$ cat src/design/round_robin_thread_scheduler_macros.svh
`ifndef ROUND_ROBIN_THREAD_SCHEDULER_MACROS_SVH
`define ROUND_ROBIN_THREAD_SCHEDULER_MACROS_SVH

// same-cycle implication, checked outside reset
`define RRTS_ASSERT_IMPLY(label, clk, rst_n, ante, cons, msg) \
    label: assert property (@(posedge clk) disable iff (!rst_n) (ante) |-> (cons)) \
        else $error(msg);

// next-cycle implication, checked outside reset
`define RRTS_ASSERT_NEXT(label, clk, rst_n, ante, cons, msg) \
    label: assert property (@(posedge clk) disable iff (!rst_n) (ante) |=> (cons)) \
        else $error(msg);

`endif

$ cat src/design/rrts_pkg.sv
package rrts_pkg;

    localparam int SLOTS      = 32;
    localparam int IDX_W      = $clog2(SLOTS);
    localparam int CNT_W      = $clog2(SLOTS + 1);
    localparam int ID_W       = 5;
    localparam int OP_W       = 3;
    localparam int SLEEP_W    = 32;
    localparam int TICK_W     = 10;
    localparam int TICK_RESET = 10;

    typedef enum logic [OP_W-1:0] {
        OP_TICK    = 3'd0,
        OP_SLEEP   = 3'd1,
        OP_BLOCK   = 3'd2,
        OP_KILL    = 3'd3,
        OP_UNBLOCK = 3'd4,
        OP_START   = 3'd5
    } op_e;

    typedef enum logic [2:0] {
        ST_NEW      = 3'd0,
        ST_READY    = 3'd1,
        ST_RUNNING  = 3'd2,
        ST_SLEEPING = 3'd3,
        ST_BLOCKED  = 3'd4,
        ST_DONE     = 3'd5
    } slot_state_e;

    typedef enum logic [3:0] {
        S_IDLE,
        S_DISPATCH,
        S_COUNT,
        S_SEEK_INIT,
        S_SEEK,
        S_REQ_READ,
        S_REQ_WRITE,
        S_SWITCH,
        S_CLAIM_WALK,
        S_CLAIM,
        S_EMIT
    } ctrl_state_e;

    typedef enum logic [3:0] {
        DP_NOP,
        DP_LOAD,
        DP_DISPATCH,
        DP_COUNT_STEP,
        DP_SEEK_INIT,
        DP_SEEK_STEP,
        DP_REQ_READ,
        DP_REQ_WRITE,
        DP_SWITCH,
        DP_CLAIM_STEP,
        DP_CLAIM,
        DP_EMIT
    } dp_cmd_e;

    typedef struct packed {
        logic [OP_W-1:0]    operation;
        logic [ID_W-1:0]    thread_id;
        logic [SLEEP_W-1:0] sleep_ms;
    } item_t;

    typedef struct packed {
        logic [ID_W-1:0] running_thread;
        logic [ID_W-1:0] previous_thread;
        logic            switched;
        logic [ID_W-1:0] new_slot;
        logic            status;
    } result_t;

    typedef struct packed {
        dp_cmd_e cmd;
    } dp_ctrl_t;

    typedef struct packed {
        logic [OP_W-1:0] op;
        logic            walk_done;
        logic            found;
    } dp_status_t;

    // slot index to the reported thread number (low bits)
    function automatic logic [ID_W-1:0] to_id(input logic [IDX_W-1:0] idx);
        logic [31:0] wide;
        wide = 32'(idx);
        return wide[ID_W-1:0];
    endfunction

    function automatic logic [IDX_W-1:0] from_id(input logic [ID_W-1:0] id);
        logic [31:0] wide;
        wide = 32'(id);
        return wide[IDX_W-1:0];
    endfunction

endpackage

$ cat src/design/round_robin_thread_scheduler.sv
// round robin thread scheduler with sleep timers
//
// items: drive item and raise start; the item transfers on a clock edge where
// start is high and busy is low. busy stays high until the result is out.
// results: one per item, shown on result for a single cycle with result_valid
// high; the receiver cannot stall, so it must take the transfer in that cycle.
// config: tick_step is written through cfg_valid/cfg_ready/cfg_data (ready is
// always high); write only while busy is low.
// flow per item: unblock and unused codes go from dispatch to the result;
// start walks down from the top slot to the first new or done slot and
// claims it (status set if there is none); tick/sleep/block/kill first
// sweep the timer countdown, then search round robin for a ready slot.
// the time per item is set by the slot table's single read port: the timer
// countdown sweeps every slot, then the round robin search walks from the
// running slot, one slot read per cycle each.
// reset: all slots new, the last slot running, tick_step 10; the slot table
// is not cleared, a per-slot written flag stands in for its reset value.
module round_robin_thread_scheduler (
    input  logic                         clk,
    input  logic                         rst_n,
    input  logic                         start,
    output logic                         busy,
    input  rrts_pkg::item_t              item,
    output logic                         result_valid,
    output rrts_pkg::result_t            result,
    input  logic                         cfg_valid,
    output logic                         cfg_ready,
    input  logic [rrts_pkg::TICK_W-1:0]  cfg_data
);

    rrts_pkg::dp_ctrl_t   ctrl;
    rrts_pkg::dp_status_t status;

    assign cfg_ready = 1'b1;

    rrts_ctrl u_ctrl (
        .clk    (clk),
        .rst_n  (rst_n),
        .start  (start),
        .busy   (busy),
        .status (status),
        .ctrl   (ctrl)
    );

    rrts_datapath u_datapath (
        .clk          (clk),
        .rst_n        (rst_n),
        .ctrl         (ctrl),
        .status       (status),
        .item         (item),
        .cfg_we       (cfg_valid && cfg_ready),
        .cfg_data     (cfg_data),
        .result_valid (result_valid),
        .result       (result)
    );

`include "round_robin_thread_scheduler_macros.svh"

    `RRTS_ASSERT_NEXT(a_strobe_single, clk, rst_n, result_valid, !result_valid, "result strobe longer than one cycle")
    `RRTS_ASSERT_NEXT(a_busy_after_accept, clk, rst_n, start && !busy, busy, "not busy after item transfer")
    `RRTS_ASSERT_IMPLY(a_idle_at_result, clk, rst_n, result_valid, !busy, "result shown while still busy")
    `RRTS_ASSERT_IMPLY(a_fail_no_slot, clk, rst_n, result_valid && result.status, result.new_slot == '0, "failed start reports a slot")

endmodule

$ cat src/design/rrts_ctrl.sv
module rrts_ctrl (
    input  logic                clk,
    input  logic                rst_n,
    input  logic                start,
    output logic                busy,
    input  rrts_pkg::dp_status_t status,
    output rrts_pkg::dp_ctrl_t   ctrl
);

    rrts_pkg::ctrl_state_e state_reg;
    rrts_pkg::ctrl_state_e state_next;

    always_ff @(posedge clk or negedge rst_n)
    begin
        if (!rst_n)
        begin
            state_reg <= rrts_pkg::S_IDLE;
        end
        else
        begin
            state_reg <= state_next;
        end
    end

    always_comb
    begin
        state_next = state_reg;
        ctrl.cmd   = rrts_pkg::DP_NOP;
        busy       = 1'b1;
        case (state_reg)
            rrts_pkg::S_IDLE:
            begin
                busy = 1'b0;
                if (start)
                begin
                    ctrl.cmd   = rrts_pkg::DP_LOAD;
                    state_next = rrts_pkg::S_DISPATCH;
                end
            end
            rrts_pkg::S_DISPATCH:
            begin
                ctrl.cmd = rrts_pkg::DP_DISPATCH;
                case (status.op)
                    rrts_pkg::OP_TICK,
                    rrts_pkg::OP_SLEEP,
                    rrts_pkg::OP_BLOCK,
                    rrts_pkg::OP_KILL:  state_next = rrts_pkg::S_COUNT;
                    rrts_pkg::OP_START: state_next = rrts_pkg::S_CLAIM_WALK;
                    default:            state_next = rrts_pkg::S_EMIT;
                endcase
            end
            rrts_pkg::S_COUNT:
            begin
                ctrl.cmd = rrts_pkg::DP_COUNT_STEP;
                if (status.walk_done)
                begin
                    state_next = rrts_pkg::S_SEEK_INIT;
                end
            end
            rrts_pkg::S_SEEK_INIT:
            begin
                ctrl.cmd   = rrts_pkg::DP_SEEK_INIT;
                state_next = rrts_pkg::S_SEEK;
            end
            rrts_pkg::S_SEEK:
            begin
                ctrl.cmd = rrts_pkg::DP_SEEK_STEP;
                if (status.found)
                begin
                    state_next = rrts_pkg::S_REQ_READ;
                end
                else if (status.walk_done)
                begin
                    state_next = rrts_pkg::S_EMIT;
                end
            end
            rrts_pkg::S_REQ_READ:
            begin
                ctrl.cmd   = rrts_pkg::DP_REQ_READ;
                state_next = rrts_pkg::S_REQ_WRITE;
            end
            rrts_pkg::S_REQ_WRITE:
            begin
                ctrl.cmd   = rrts_pkg::DP_REQ_WRITE;
                state_next = rrts_pkg::S_SWITCH;
            end
            rrts_pkg::S_SWITCH:
            begin
                ctrl.cmd   = rrts_pkg::DP_SWITCH;
                state_next = rrts_pkg::S_EMIT;
            end
            rrts_pkg::S_CLAIM_WALK:
            begin
                ctrl.cmd = rrts_pkg::DP_CLAIM_STEP;
                if (status.found || status.walk_done)
                begin
                    state_next = rrts_pkg::S_CLAIM;
                end
            end
            rrts_pkg::S_CLAIM:
            begin
                ctrl.cmd   = rrts_pkg::DP_CLAIM;
                state_next = rrts_pkg::S_EMIT;
            end
            rrts_pkg::S_EMIT:
            begin
                ctrl.cmd   = rrts_pkg::DP_EMIT;
                state_next = rrts_pkg::S_IDLE;
            end
            default:
            begin
                state_next = rrts_pkg::S_IDLE;
            end
        endcase
    end

endmodule

$ cat src/design/rrts_datapath.sv
module rrts_datapath (
    input  logic                         clk,
    input  logic                         rst_n,
    input  rrts_pkg::dp_ctrl_t           ctrl,
    output rrts_pkg::dp_status_t         status,
    input  rrts_pkg::item_t              item,
    input  logic                         cfg_we,
    input  logic [rrts_pkg::TICK_W-1:0]  cfg_data,
    output logic                         result_valid,
    output rrts_pkg::result_t            result
);

    localparam logic [rrts_pkg::IDX_W-1:0] LAST_IDX = rrts_pkg::IDX_W'(rrts_pkg::SLOTS - 1);
    localparam logic [rrts_pkg::CNT_W-1:0] CNT_END  = rrts_pkg::CNT_W'(rrts_pkg::SLOTS);

    // slot tables
    rrts_pkg::slot_state_e            state_mem [rrts_pkg::SLOTS];
    logic [rrts_pkg::SLEEP_W-1:0]     sleep_mem [rrts_pkg::SLOTS];
    logic [rrts_pkg::SLOTS-1:0]       written_reg;

    logic                             rd_en;
    logic [rrts_pkg::IDX_W-1:0]       rd_addr;
    logic                             wr_en;
    logic                             sleep_we;
    logic [rrts_pkg::IDX_W-1:0]       wr_addr;
    rrts_pkg::slot_state_e            wr_state;
    logic [rrts_pkg::SLEEP_W-1:0]     wr_sleep;

    rrts_pkg::slot_state_e            rd_state_reg;
    logic [rrts_pkg::SLEEP_W-1:0]     rd_sleep_reg;
    logic                             rd_written_reg;
    logic [rrts_pkg::IDX_W-1:0]       rd_addr_reg;
    rrts_pkg::slot_state_e            eff_state;

    logic [rrts_pkg::IDX_W-1:0]       run_reg, run_next;
    logic [rrts_pkg::TICK_W-1:0]      tick_reg, tick_next;
    logic [rrts_pkg::CNT_W-1:0]       cnt_reg, cnt_next;
    logic                             pend_reg, pend_next;
    logic                             found_reg, found_next;
    logic                             result_valid_reg, result_valid_next;

    logic [rrts_pkg::OP_W-1:0]        op_reg, op_next;
    logic [rrts_pkg::ID_W-1:0]        tid_reg, tid_next;
    logic [rrts_pkg::SLEEP_W-1:0]     ms_reg, ms_next;
    logic [rrts_pkg::IDX_W-1:0]       prev_reg, prev_next;
    logic [rrts_pkg::IDX_W-1:0]       claimed_reg, claimed_next;
    logic                             status_reg, status_next;
    logic [rrts_pkg::IDX_W-1:0]       idx_reg, idx_next;
    logic [rrts_pkg::IDX_W-1:0]       found_idx_reg, found_idx_next;
    rrts_pkg::result_t                result_reg, result_next;

    logic                             issue;
    logic                             walk_hit;
    logic                             tid_ok;

    // entries never written read as their reset state
    assign eff_state = rd_written_reg ? rd_state_reg
                     : ((rd_addr_reg == LAST_IDX) ? rrts_pkg::ST_RUNNING : rrts_pkg::ST_NEW);

    assign issue  = (cnt_reg != CNT_END) && !found_reg;
    assign tid_ok = 32'(tid_reg) < rrts_pkg::SLOTS;

    always_ff @(posedge clk)
    begin
        if (wr_en)
        begin
            state_mem[wr_addr] <= wr_state;
        end
        if (sleep_we)
        begin
            sleep_mem[wr_addr] <= wr_sleep;
        end
        if (rd_en)
        begin
            rd_state_reg   <= state_mem[rd_addr];
            rd_sleep_reg   <= sleep_mem[rd_addr];
            rd_written_reg <= written_reg[rd_addr];
            rd_addr_reg    <= rd_addr;
        end
    end

    always_ff @(posedge clk or negedge rst_n)
    begin
        if (!rst_n)
        begin
            written_reg      <= '0;
            run_reg          <= LAST_IDX;
            tick_reg         <= rrts_pkg::TICK_W'(rrts_pkg::TICK_RESET);
            cnt_reg          <= '0;
            pend_reg         <= 1'b0;
            found_reg        <= 1'b0;
            result_valid_reg <= 1'b0;
        end
        else
        begin
            if (wr_en)
            begin
                written_reg[wr_addr] <= 1'b1;
            end
            run_reg          <= run_next;
            tick_reg         <= tick_next;
            cnt_reg          <= cnt_next;
            pend_reg         <= pend_next;
            found_reg        <= found_next;
            result_valid_reg <= result_valid_next;
        end
    end

    always_ff @(posedge clk)
    begin
        op_reg        <= op_next;
        tid_reg       <= tid_next;
        ms_reg        <= ms_next;
        prev_reg      <= prev_next;
        claimed_reg   <= claimed_next;
        status_reg    <= status_next;
        idx_reg       <= idx_next;
        found_idx_reg <= found_idx_next;
        result_reg    <= result_next;
    end

    always_comb
    begin
        rd_en             = 1'b0;
        rd_addr           = idx_reg;
        wr_en             = 1'b0;
        sleep_we          = 1'b0;
        wr_addr           = rd_addr_reg;
        wr_state          = rrts_pkg::ST_READY;
        wr_sleep          = '0;
        walk_hit          = 1'b0;
        run_next          = run_reg;
        tick_next         = cfg_we ? cfg_data : tick_reg;
        cnt_next          = cnt_reg;
        pend_next         = pend_reg;
        found_next        = found_reg;
        result_valid_next = 1'b0;
        op_next           = op_reg;
        tid_next          = tid_reg;
        ms_next           = ms_reg;
        prev_next         = prev_reg;
        claimed_next      = claimed_reg;
        status_next       = status_reg;
        idx_next          = idx_reg;
        found_idx_next    = found_idx_reg;
        result_next       = result_reg;

        case (ctrl.cmd)
            rrts_pkg::DP_LOAD:
            begin
                op_next      = item.operation;
                tid_next     = item.thread_id;
                ms_next      = item.sleep_ms;
                prev_next    = run_reg;
                claimed_next = '0;
                status_next  = 1'b0;
            end
            rrts_pkg::DP_DISPATCH:
            begin
                cnt_next   = '0;
                pend_next  = 1'b0;
                found_next = 1'b0;
                idx_next   = LAST_IDX;
                wr_addr    = run_reg;
                case (op_reg)
                    rrts_pkg::OP_SLEEP:
                    begin
                        wr_en    = 1'b1;
                        wr_state = rrts_pkg::ST_SLEEPING;
                        sleep_we = 1'b1;
                        wr_sleep = ms_reg;
                    end
                    rrts_pkg::OP_BLOCK:
                    begin
                        wr_en    = 1'b1;
                        wr_state = rrts_pkg::ST_BLOCKED;
                    end
                    rrts_pkg::OP_KILL:
                    begin
                        wr_en    = 1'b1;
                        wr_state = rrts_pkg::ST_DONE;
                    end
                    rrts_pkg::OP_UNBLOCK:
                    begin
                        wr_en    = tid_ok;
                        wr_addr  = rrts_pkg::from_id(tid_reg);
                        wr_state = rrts_pkg::ST_READY;
                    end
                    default:
                    begin
                        wr_en = 1'b0;
                    end
                endcase
            end
            rrts_pkg::DP_COUNT_STEP:
            begin
                // read slot n while writing back slot n-1
                if (cnt_reg != CNT_END)
                begin
                    rd_en    = 1'b1;
                    rd_addr  = cnt_reg[rrts_pkg::IDX_W-1:0];
                    cnt_next = cnt_reg + rrts_pkg::CNT_W'(1);
                end
                pend_next = (cnt_reg != CNT_END);
                if (pend_reg && (eff_state == rrts_pkg::ST_SLEEPING))
                begin
                    wr_en    = 1'b1;
                    sleep_we = 1'b1;
                    if (rd_sleep_reg <= rrts_pkg::SLEEP_W'(tick_reg))
                    begin
                        wr_sleep = '0;
                        wr_state = rrts_pkg::ST_READY;
                    end
                    else
                    begin
                        wr_sleep = rd_sleep_reg - rrts_pkg::SLEEP_W'(tick_reg);
                        wr_state = rrts_pkg::ST_SLEEPING;
                    end
                end
            end
            rrts_pkg::DP_SEEK_INIT:
            begin
                idx_next   = run_reg;
                cnt_next   = '0;
                pend_next  = 1'b0;
                found_next = 1'b0;
            end
            rrts_pkg::DP_SEEK_STEP:
            begin
                if (issue)
                begin
                    rd_en    = 1'b1;
                    idx_next = (idx_reg == LAST_IDX) ? '0 : idx_reg + rrts_pkg::IDX_W'(1);
                    cnt_next = cnt_reg + rrts_pkg::CNT_W'(1);
                end
                pend_next = issue;
                walk_hit  = pend_reg && !found_reg && (eff_state == rrts_pkg::ST_READY);
                if (walk_hit)
                begin
                    found_next     = 1'b1;
                    found_idx_next = rd_addr_reg;
                end
            end
            rrts_pkg::DP_REQ_READ:
            begin
                rd_en   = 1'b1;
                rd_addr = run_reg;
            end
            rrts_pkg::DP_REQ_WRITE:
            begin
                // old slot goes back to ready only if it was still running
                wr_en    = (eff_state == rrts_pkg::ST_RUNNING);
                wr_addr  = run_reg;
                wr_state = rrts_pkg::ST_READY;
            end
            rrts_pkg::DP_SWITCH:
            begin
                wr_en    = 1'b1;
                wr_addr  = found_idx_reg;
                wr_state = rrts_pkg::ST_RUNNING;
                run_next = found_idx_reg;
            end
            rrts_pkg::DP_CLAIM_STEP:
            begin
                // walk down from the highest slot
                if (issue)
                begin
                    rd_en    = 1'b1;
                    idx_next = idx_reg - rrts_pkg::IDX_W'(1);
                    cnt_next = cnt_reg + rrts_pkg::CNT_W'(1);
                end
                pend_next = issue;
                walk_hit  = pend_reg && !found_reg
                         && ((eff_state == rrts_pkg::ST_NEW) || (eff_state == rrts_pkg::ST_DONE));
                if (walk_hit)
                begin
                    found_next     = 1'b1;
                    found_idx_next = rd_addr_reg;
                end
            end
            rrts_pkg::DP_CLAIM:
            begin
                if (found_reg)
                begin
                    wr_en        = 1'b1;
                    wr_addr      = found_idx_reg;
                    wr_state     = rrts_pkg::ST_READY;
                    claimed_next = found_idx_reg;
                end
                else
                begin
                    status_next = 1'b1;
                end
            end
            rrts_pkg::DP_EMIT:
            begin
                result_valid_next           = 1'b1;
                result_next.running_thread  = rrts_pkg::to_id(run_reg);
                result_next.previous_thread = rrts_pkg::to_id(prev_reg);
                result_next.switched        = (run_reg != prev_reg);
                result_next.new_slot        = rrts_pkg::to_id(claimed_reg);
                result_next.status          = status_reg;
            end
            default:
            begin
                rd_en = 1'b0;
            end
        endcase
    end

    assign status.op        = op_reg;
    assign status.walk_done = (cnt_reg == CNT_END) && !pend_reg;
    assign status.found     = found_reg;

    assign result_valid = result_valid_reg;
    assign result       = result_reg;

endmodule

$ cat config.mk
export PLATFORM = sky130hd
export DESIGN_NAME = round_robin_thread_scheduler
export DESIGN_NICKNAME = d
export VERILOG_FILES = /design/src/design/rrts_pkg.sv /design/src/design/round_robin_thread_scheduler.sv /design/src/design/rrts_ctrl.sv /design/src/design/rrts_datapath.sv
export VERILOG_INCLUDE_DIRS = /design/src /design/src/design
export SDC_FILE = /design/constraint.sdc
export NUM_CORES = 2
export LEC_CHECK = 0
export ABC_AREA = 1
export BUFFER_PORTS_ARGS = -buffer_cell sky130_fd_sc_hd__buf_2
export CORE_UTILIZATION = 57
export DETAILED_ROUTE_END_ITERATION = 7
export PLACE_DENSITY_LB_ADDON = 0.08
export SETUP_SLACK_MARGIN = 0.5
export SYNTH_ARGS = -nofsm -noshare
export SYNTH_HDL_FRONTEND = slang
export SYNTH_SLANG_ARGS = --single-unit
$ cat constraint.sdc
create_clock -name clk -period 4.6 [get_ports clk]
set_input_delay 0 -clock clk [delete_from_list [all_inputs] [get_ports clk]]
set_output_delay 0 -clock clk [all_outputs]
set_load 0.01 [all_outputs]
Word-level counts from Yosys, hierarchy flattened
Memory sizes are Yosys's and may differ from the RTL's. A register that Yosys moved wholly into a read port is not among the register bits.
Index checks and enable logic that the tools add are counted.
{"block": "word_totals", "ram_bits": 1120, "mem_count": 2, "output_inout_bits": 20, "inputBits": 54, "word_cells": 173, "regBits": 144}
{"memory": "u_datapath.sleep_mem", "depth": 32, "word_bits": 32, "rd": 1, "rd_clocked_by_memory_dff": 1, "write_ports": 1, "line_no": "rrts_datapath.sv:18", "text": "logic [rrts_pkg::SLEEP_W-1:0] sleep_mem [rrts_pkg::SLOTS];"}
{"memory": "u_datapath.state_mem", "depth": 32, "word_bits": 3, "rd": 1, "rd_clocked_by_memory_dff": 1, "write_ports": 1, "line_no": "rrts_datapath.sv:17", "text": "rrts_pkg::slot_state_e state_mem [rrts_pkg::SLOTS];"}
{"block": "op_classes", "magnitude_cmp": 4, "bitwise": 1, "addsub": 4, "muxes": 61, "n_reduce_logical": 31, "eq_ne": 47}
{"op": "32-bit 2-to-1 mux", "n": 3}
{"op": "32-bit one-hot mux with 2 select lines", "n": 1}
{"op": "5-bit 2-to-1 mux", "n": 9}
{"op": "4-bit one-hot mux with 11 select lines", "n": 1}
{"op": "5-bit one-hot mux with 4 select lines", "n": 2}
{"op": "4-bit one-hot mux with 9 select lines", "n": 1}
{"op": "4-bit by 3-bit == test with 1-bit output, second input constant", "n": 8}
{"op": "32-bit by 10-bit less-or-equal comparator with 1-bit output", "n": 1}
{"op": "32-bit bitwise OR", "n": 1}
{"op": "32-bit by 10-bit subtractor with 32-bit output", "n": 1}
{"op": "5-bit one-hot mux with 2 select lines", "n": 3}
{"op": "4-bit == test, second input constant", "n": 7}
{"op": "4-bit 2-to-1 mux", "n": 5}
{"op": "1-bit 2-to-1 mux", "n": 18}
{"op": "2-bit by 1-bit != test with 1-bit output, second input constant", "n": 9}
{"op": "3-bit one-hot mux with 3 select lines", "n": 2}
{"op": "6-bit one-hot mux with 3 select lines", "n": 1}
{"op": "4-bit by 2-bit == test with 1-bit output, second input constant", "n": 4}
{"op": "3-bit by 2-bit == test with 1-bit output, second input constant", "n": 4}
{"op": "5-bit by 6-bit less-than comparator with 1-bit output, second input constant", "n": 2}
{"op": "6-bit 2-to-1 mux", "n": 2}
{"op": "3-bit AND reduction", "n": 4}
{"op": "5-bit == test, second input constant", "n": 2}
{"op": "3-bit == test, second input constant", "n": 3}
{"op": "other kinds (31)", "n": 54}

Logic depth before layout (Yosys ltp)
{"block": "depth", "depth_word": 9, "depth_mapped": 19, "depth_no_buf": 17}

Cells and area by module
Synthesis repeated with hierarchy kept, for this count alone.
{"block": "hier_totals", "hier_cells": 5578, "area_unflattened_um2": 57875.5}
{"module": "rrts_datapath", "instances": 1, "cells_per_inst": 5508, "area_per_inst_um2": 57483.9}
{"module": "rrts_ctrl", "instances": 1, "cells_per_inst": 68, "area_per_inst_um2": 380.4}
{"module": "round_robin_thread_scheduler", "instances": 1, "cells_per_inst": 2, "area_per_inst_um2": 11.3}

Worst setup path before layout
No wires, ideal clock.
{"block": "synth_path", "kind": "reg-to-reg", "startpoint": "register u_ctrl.state_reg[3]", "endpoint": "memory u_datapath.sleep_mem[13][0] (netlist name) (enable)", "t_arrival_ps": 4497, "stages_incl_launch_ff": 12, "setup_ps": 502, "setup_slack_ps": -399, "required_time_ps": 4098, "cell_sequence": "dfrtp_1 -> inv_2 -> nand2_2 -> nor2_2 -> inv_1 -> o21ai_1 -> nand2_1 -> nand4_1 -> nor2_1 -> inv_1 -> nand2_1 -> nor4_1"}
{"block": "synth_via", "elab_chain_cells": 6}
{"item": "from (decl)", "line_no": "rrts_ctrl.sv:10", "text": "rrts_pkg::ctrl_state_e state_reg;"}
{"item": "from (signal assigned)", "line_no": "rrts_ctrl.sv:17", "text": "state_reg <= rrts_pkg::S_IDLE;"}
{"item": "from (signal assigned)", "line_no": "rrts_ctrl.sv:21", "text": "state_reg <= state_next;"}
{"item": "4-bit == test, or another cell as far along", "line_no": "rrts_ctrl.sv:30", "text": "case (state_reg)"}
{"item": "4-bit one-hot mux with 11 select lines *", "line_no": "rrts_ctrl.sv:30"}
{"item": "4-bit by 2-bit == test with 1-bit output", "line_no": "rrts_datapath.sv:148", "text": "case (ctrl.cmd)"}
{"item": "1-bit one-hot mux with 2 select lines", "line_no": "rrts_datapath.sv:148"}
{"item": "1-bit 2-to-1 mux", "line_no": "rrts_datapath.sv:69", "text": "if (sleep_we)"}
{"item": "1-bit 2-to-1 mux (implied by the code)", "line_no": "rrts_datapath.sv:71", "text": "sleep_mem[wr_addr] <= wr_sleep;"}
{"item": "to (decl)", "line_no": "rrts_datapath.sv:18"}
Every way passes the cells marked *; elsewhere a longest branch is shown, timed or not.

Final worst setup path
{"block": "layout_path", "startpoint": "register u_datapath.tick_reg[0] (netlist name)", "endpoint": "memory u_datapath.sleep_mem[0][9] (netlist name) (data pin)"}
{"block": "layout_via", "elab_chain_cells": 4}
{"item": "from (decl)", "line_no": "rrts_datapath.sv:36", "text": "logic [rrts_pkg::TICK_W-1:0] tick_reg, tick_next;"}
{"item": "from (signal assigned)", "line_no": "rrts_datapath.sv:88", "text": "tick_reg <= rrts_pkg::TICK_W'(rrts_pkg::TICK_RESET);"}
{"item": "from (signal assigned)", "line_no": "rrts_datapath.sv:101", "text": "tick_reg <= tick_next;"}
{"item": "32-bit by 10-bit subtractor with 32-bit output / 32-bit by 10-bit less-or-equal comparator with 1-bit output (equally long branches)", "line_no": "rrts_datapath.sv:216, rrts_datapath.sv:209"}
{"item": "32-bit 2-to-1 mux *", "line_no": "rrts_datapath.sv:209", "text": "if (rd_sleep_reg <= rrts_pkg::SLEEP_W'(tick_reg))"}
{"item": "32-bit 2-to-1 mux *", "line_no": "rrts_datapath.sv:205", "text": "if (pend_reg && (eff_state == rrts_pkg::ST_SLEEPING))"}
{"item": "32-bit one-hot mux with 2 select lines *", "line_no": "rrts_datapath.sv:148"}
{"item": "via u_datapath.wr_sleep (one bit)", "line_no": "rrts_datapath.sv:27", "text": "logic [rrts_pkg::SLEEP_W-1:0] wr_sleep;"}
The timed path passes the listed nets; every way through them passes the cells marked *.

==> flow_summary.toml <==
[timing]
fmax_mhz = 266
finClkSkew_ns = 0.0247
fin_crit_ns = 3.76
hold_viol_final = 0
setup_viol_count_final = 0
rsz0062_at_grt = "false"
worst_pin_slew_ns = 1.28
slew_headroom = 0.147
final_max_slew_viol_count = 0
fin_crit_sh = 0.817

[die]
io_pins = 74
rows = 116
start_util = 0.577
core-area_um2 = 100000
dieArea_um2 = 103000
die_x_um = 321
chipHeight_um = 321

[power_and_ir_drop]
power-per-cell-area_nw_per_um2 = 703
p_leak_nw = 27.1
vdd.ir_drop.worst_mv = 0.962
total_power_mw = 46.3

[synthesis]
ys_types = 50
synth_edf_count = 1239
ys_seq_area_frac = 0.668
syn_inst = 5534
synth_ff_type = "edfxtp_1"
ys_warn_count = 0
synth_top_area_cell = "edfxtp_1"
synth_nets = 5604
synthArstFlopShare = 0.0462
yosysTopAreaCellShare = 0.642
ys_seq_elements = 1299
syn_avg_cell_area_um2 = 10.5
synthTopCellsByArea = "edfxtp_1 (64%), nand3_1 (11%), nand2_1 (9.0%), inv_1 (4.6%), dfrtp_1 (2.3%)"
syn_area_um2 = 58000

[drt]
num_vias = 41500
viasPerCell = 5.82
wirelength_um = 169000
wl_per_cell_um = 23.7
dr.pass1.iters = 6
ant_nets = 0
drt_iter0_drc = 5428
post-route-drc-count = 0

[layout]
regMostFlops = "u_datapath.sleep_mem"
reg.largest.list = "u_datapath.sleep_mem: 1024 flops, u_datapath.state_mem: 96 flops"
final_nets = 5724
diodes = 0
post-route-cell-area_um2 = 65800
drive_above_1_share = 0.0847
largest_reg_flops = 1024
area_delta_synth_final_pct = 13.6
fin_cells = 7121

[critical_path]
criticalPathCategory = "flip-flop to flip-flop"
cp_max_fo = 32
worst_setup_path_start_kind = "flip-flop"
required_ns = 4.96
endpoint_kind = "flip-flop"
worstPathArrival_ns = 4.12

[cts]
clock_sinks = 1299
postCtsSetupRepairBufs = 0
cts_tree = "yes"
ctsResizeCount = 0
cts_root_buf = "clkbuf_16"
postCtsHoldBufs = 115
clk_pin_slew_ns = 0.06
cts-buffers-inserted = 137
cts_buffer_depth = 3
htreeDepth = 4
clk_latency_ns = 0.75

[placed_design]
portBuffers = 72
post-dp-hpwl_um = 85600
gp_congestion = 0.906
post-place-cells = 6757
postPlaceCellArea_um2 = 60200

[global_routing]
gr-usage-all-layers = 0.331
grt_overflow = 0
grt_start_max_net_pins = 200
grt_pass1_wl_um = 250000
antenna_found_initial = 0
grt_pass1_vias = 39200

[run_status]
status = "finished clean"

[hold_path]
hold_path.class = "input pin to async pin"

[run]
drv_cap = 0
-- per-stage QoR --
stage                     setup TNS [ns]  hold WS [ns]  utilization  worst slack (ns)
after detailed placement               0         0.178        0.599             0.934
after CTS                              0        0.0151        0.655             0.942
after floorplan                   -85.37        -0.296            -            -0.399
after global placement                 0         0.178        0.599             0.987
after global routing                   0        0.0919        0.655             0.644
final                                  0       0.00550        0.655             0.842
-- final cells by class --
cell class,instances,area [um2]
clock inverters,65,617
flip-flops and latches,1299,38700
inverters,729,2760
well taps,1357,1700
clock buffers,184,3850
fillers,7770,34600
multi-input cells,3182,15200
repair buffers,305,3000
-- synthesized netlist by cell type (all sizes together), types with 7 or more instances --
cell type / count
dfstp: 7
dfrtp: 53
nand3b: 142
nand2: 1398
nor3: 10
clkbuf: 78
buf: 246
xnor2: 10
nand3: 1295
o21ai: 77
a21oi: 19
ha: 15
xor2: 14
nor4: 11
edfxtp: 1239
inv: 727
nor2: 146
nand4: 14
-- final timing paths --
kind	start	to	slack [ns]	cells after the start
setup / recovery	u_datapath.tick_reg[0]	u_datapath.sleep_mem[0][9]	0.84	12
hold / removal	rst_n	u_datapath.cnt_reg[5]	0.006	3
setup reg to reg	u_datapath.tick_reg[0]	u_datapath.sleep_mem[0][9]	0.84	12
hold reg to reg	u_datapath.status_reg	u_datapath.result[0]	0.42	0
max in group asynchronous	rst_n	u_datapath.written_reg[19]	3.97	3
min in group clk	start	u_ctrl.state_reg[0]	0.25	4
-- where the power goes --
| group | switching (mW) | internal (mW) | total, mW |
|---|---|---|---|
| Sequential | 0.525 | 14.0 | 14.5 |
| Clock | 4.55 | 6.44 | 11.0 |
| Combinational | 14.9 | 5.82 | 20.8 |
-- layout by cell type (no fill, tap or decap), drive strengths merged, types with 53 or more instances in the layout --
| cell type | instances |
|---|---|
| clkbuf | 184 |
| edfxtp | 1239 |
| nand3 | 1295 |
| inv | 731 |
| nor2 | 146 |
| buf | 190 |
| dfrtp | 53 |
| nand3b | 142 |
| nand2 | 1398 |
| dlygate4sd3 | 115 |
| o21ai | 77 |
-- critical path, cell delays in order (launching register included) --
cell	delay [ns]
dfrtp_1	0.38
ha_1	0.23
fa_1	0.41
o21ai_1	0.23
a21oi_1	0.16
o21ai_2	0.24
nand2_1	0.09
nand2_1	0.14
nand2_1	0.11
nand2_1	0.07
nand2_1	0.06
buf_4	0.28
o21ai_2	0.97
-- cell families (layout without fill, tap and decap cells) --
| logic type | Yosys count | count (layout) | synth area share |
|---|---|---|---|
| simple gates | 3017 | 3017 | 0.236 |
| xor+xnor | 24 | 24 | 0.00363 |
| other cells | 1 | 1 | 0.0000647 |
| flops | 1299 | 1299 | 0.668 |
| buf+inv | 1053 | 1283 | 0.0765 |
| mux | 1 | 1 | 0.000194 |
| fa+ha+maj | 16 | 16 | 0.00358 |
| compound gates | 123 | 123 | 0.0125 |
-- layer usage --
metal / part of all wire / wire length [um] / track usage / vias up
met4: 0.038 / 6390 / 0.130 / 0
met1: 0.40 / 68300 / 0.464 / 20000
met2: 0.46 / 77400 / 0.517 / 2176
met5: 0 / 0 / 0 / -
li1: - / - / - / 18900
met3: 0.099 / 16800 / 0.0584 / 382
No activity file was read; power rests on OpenSTA's default activity.
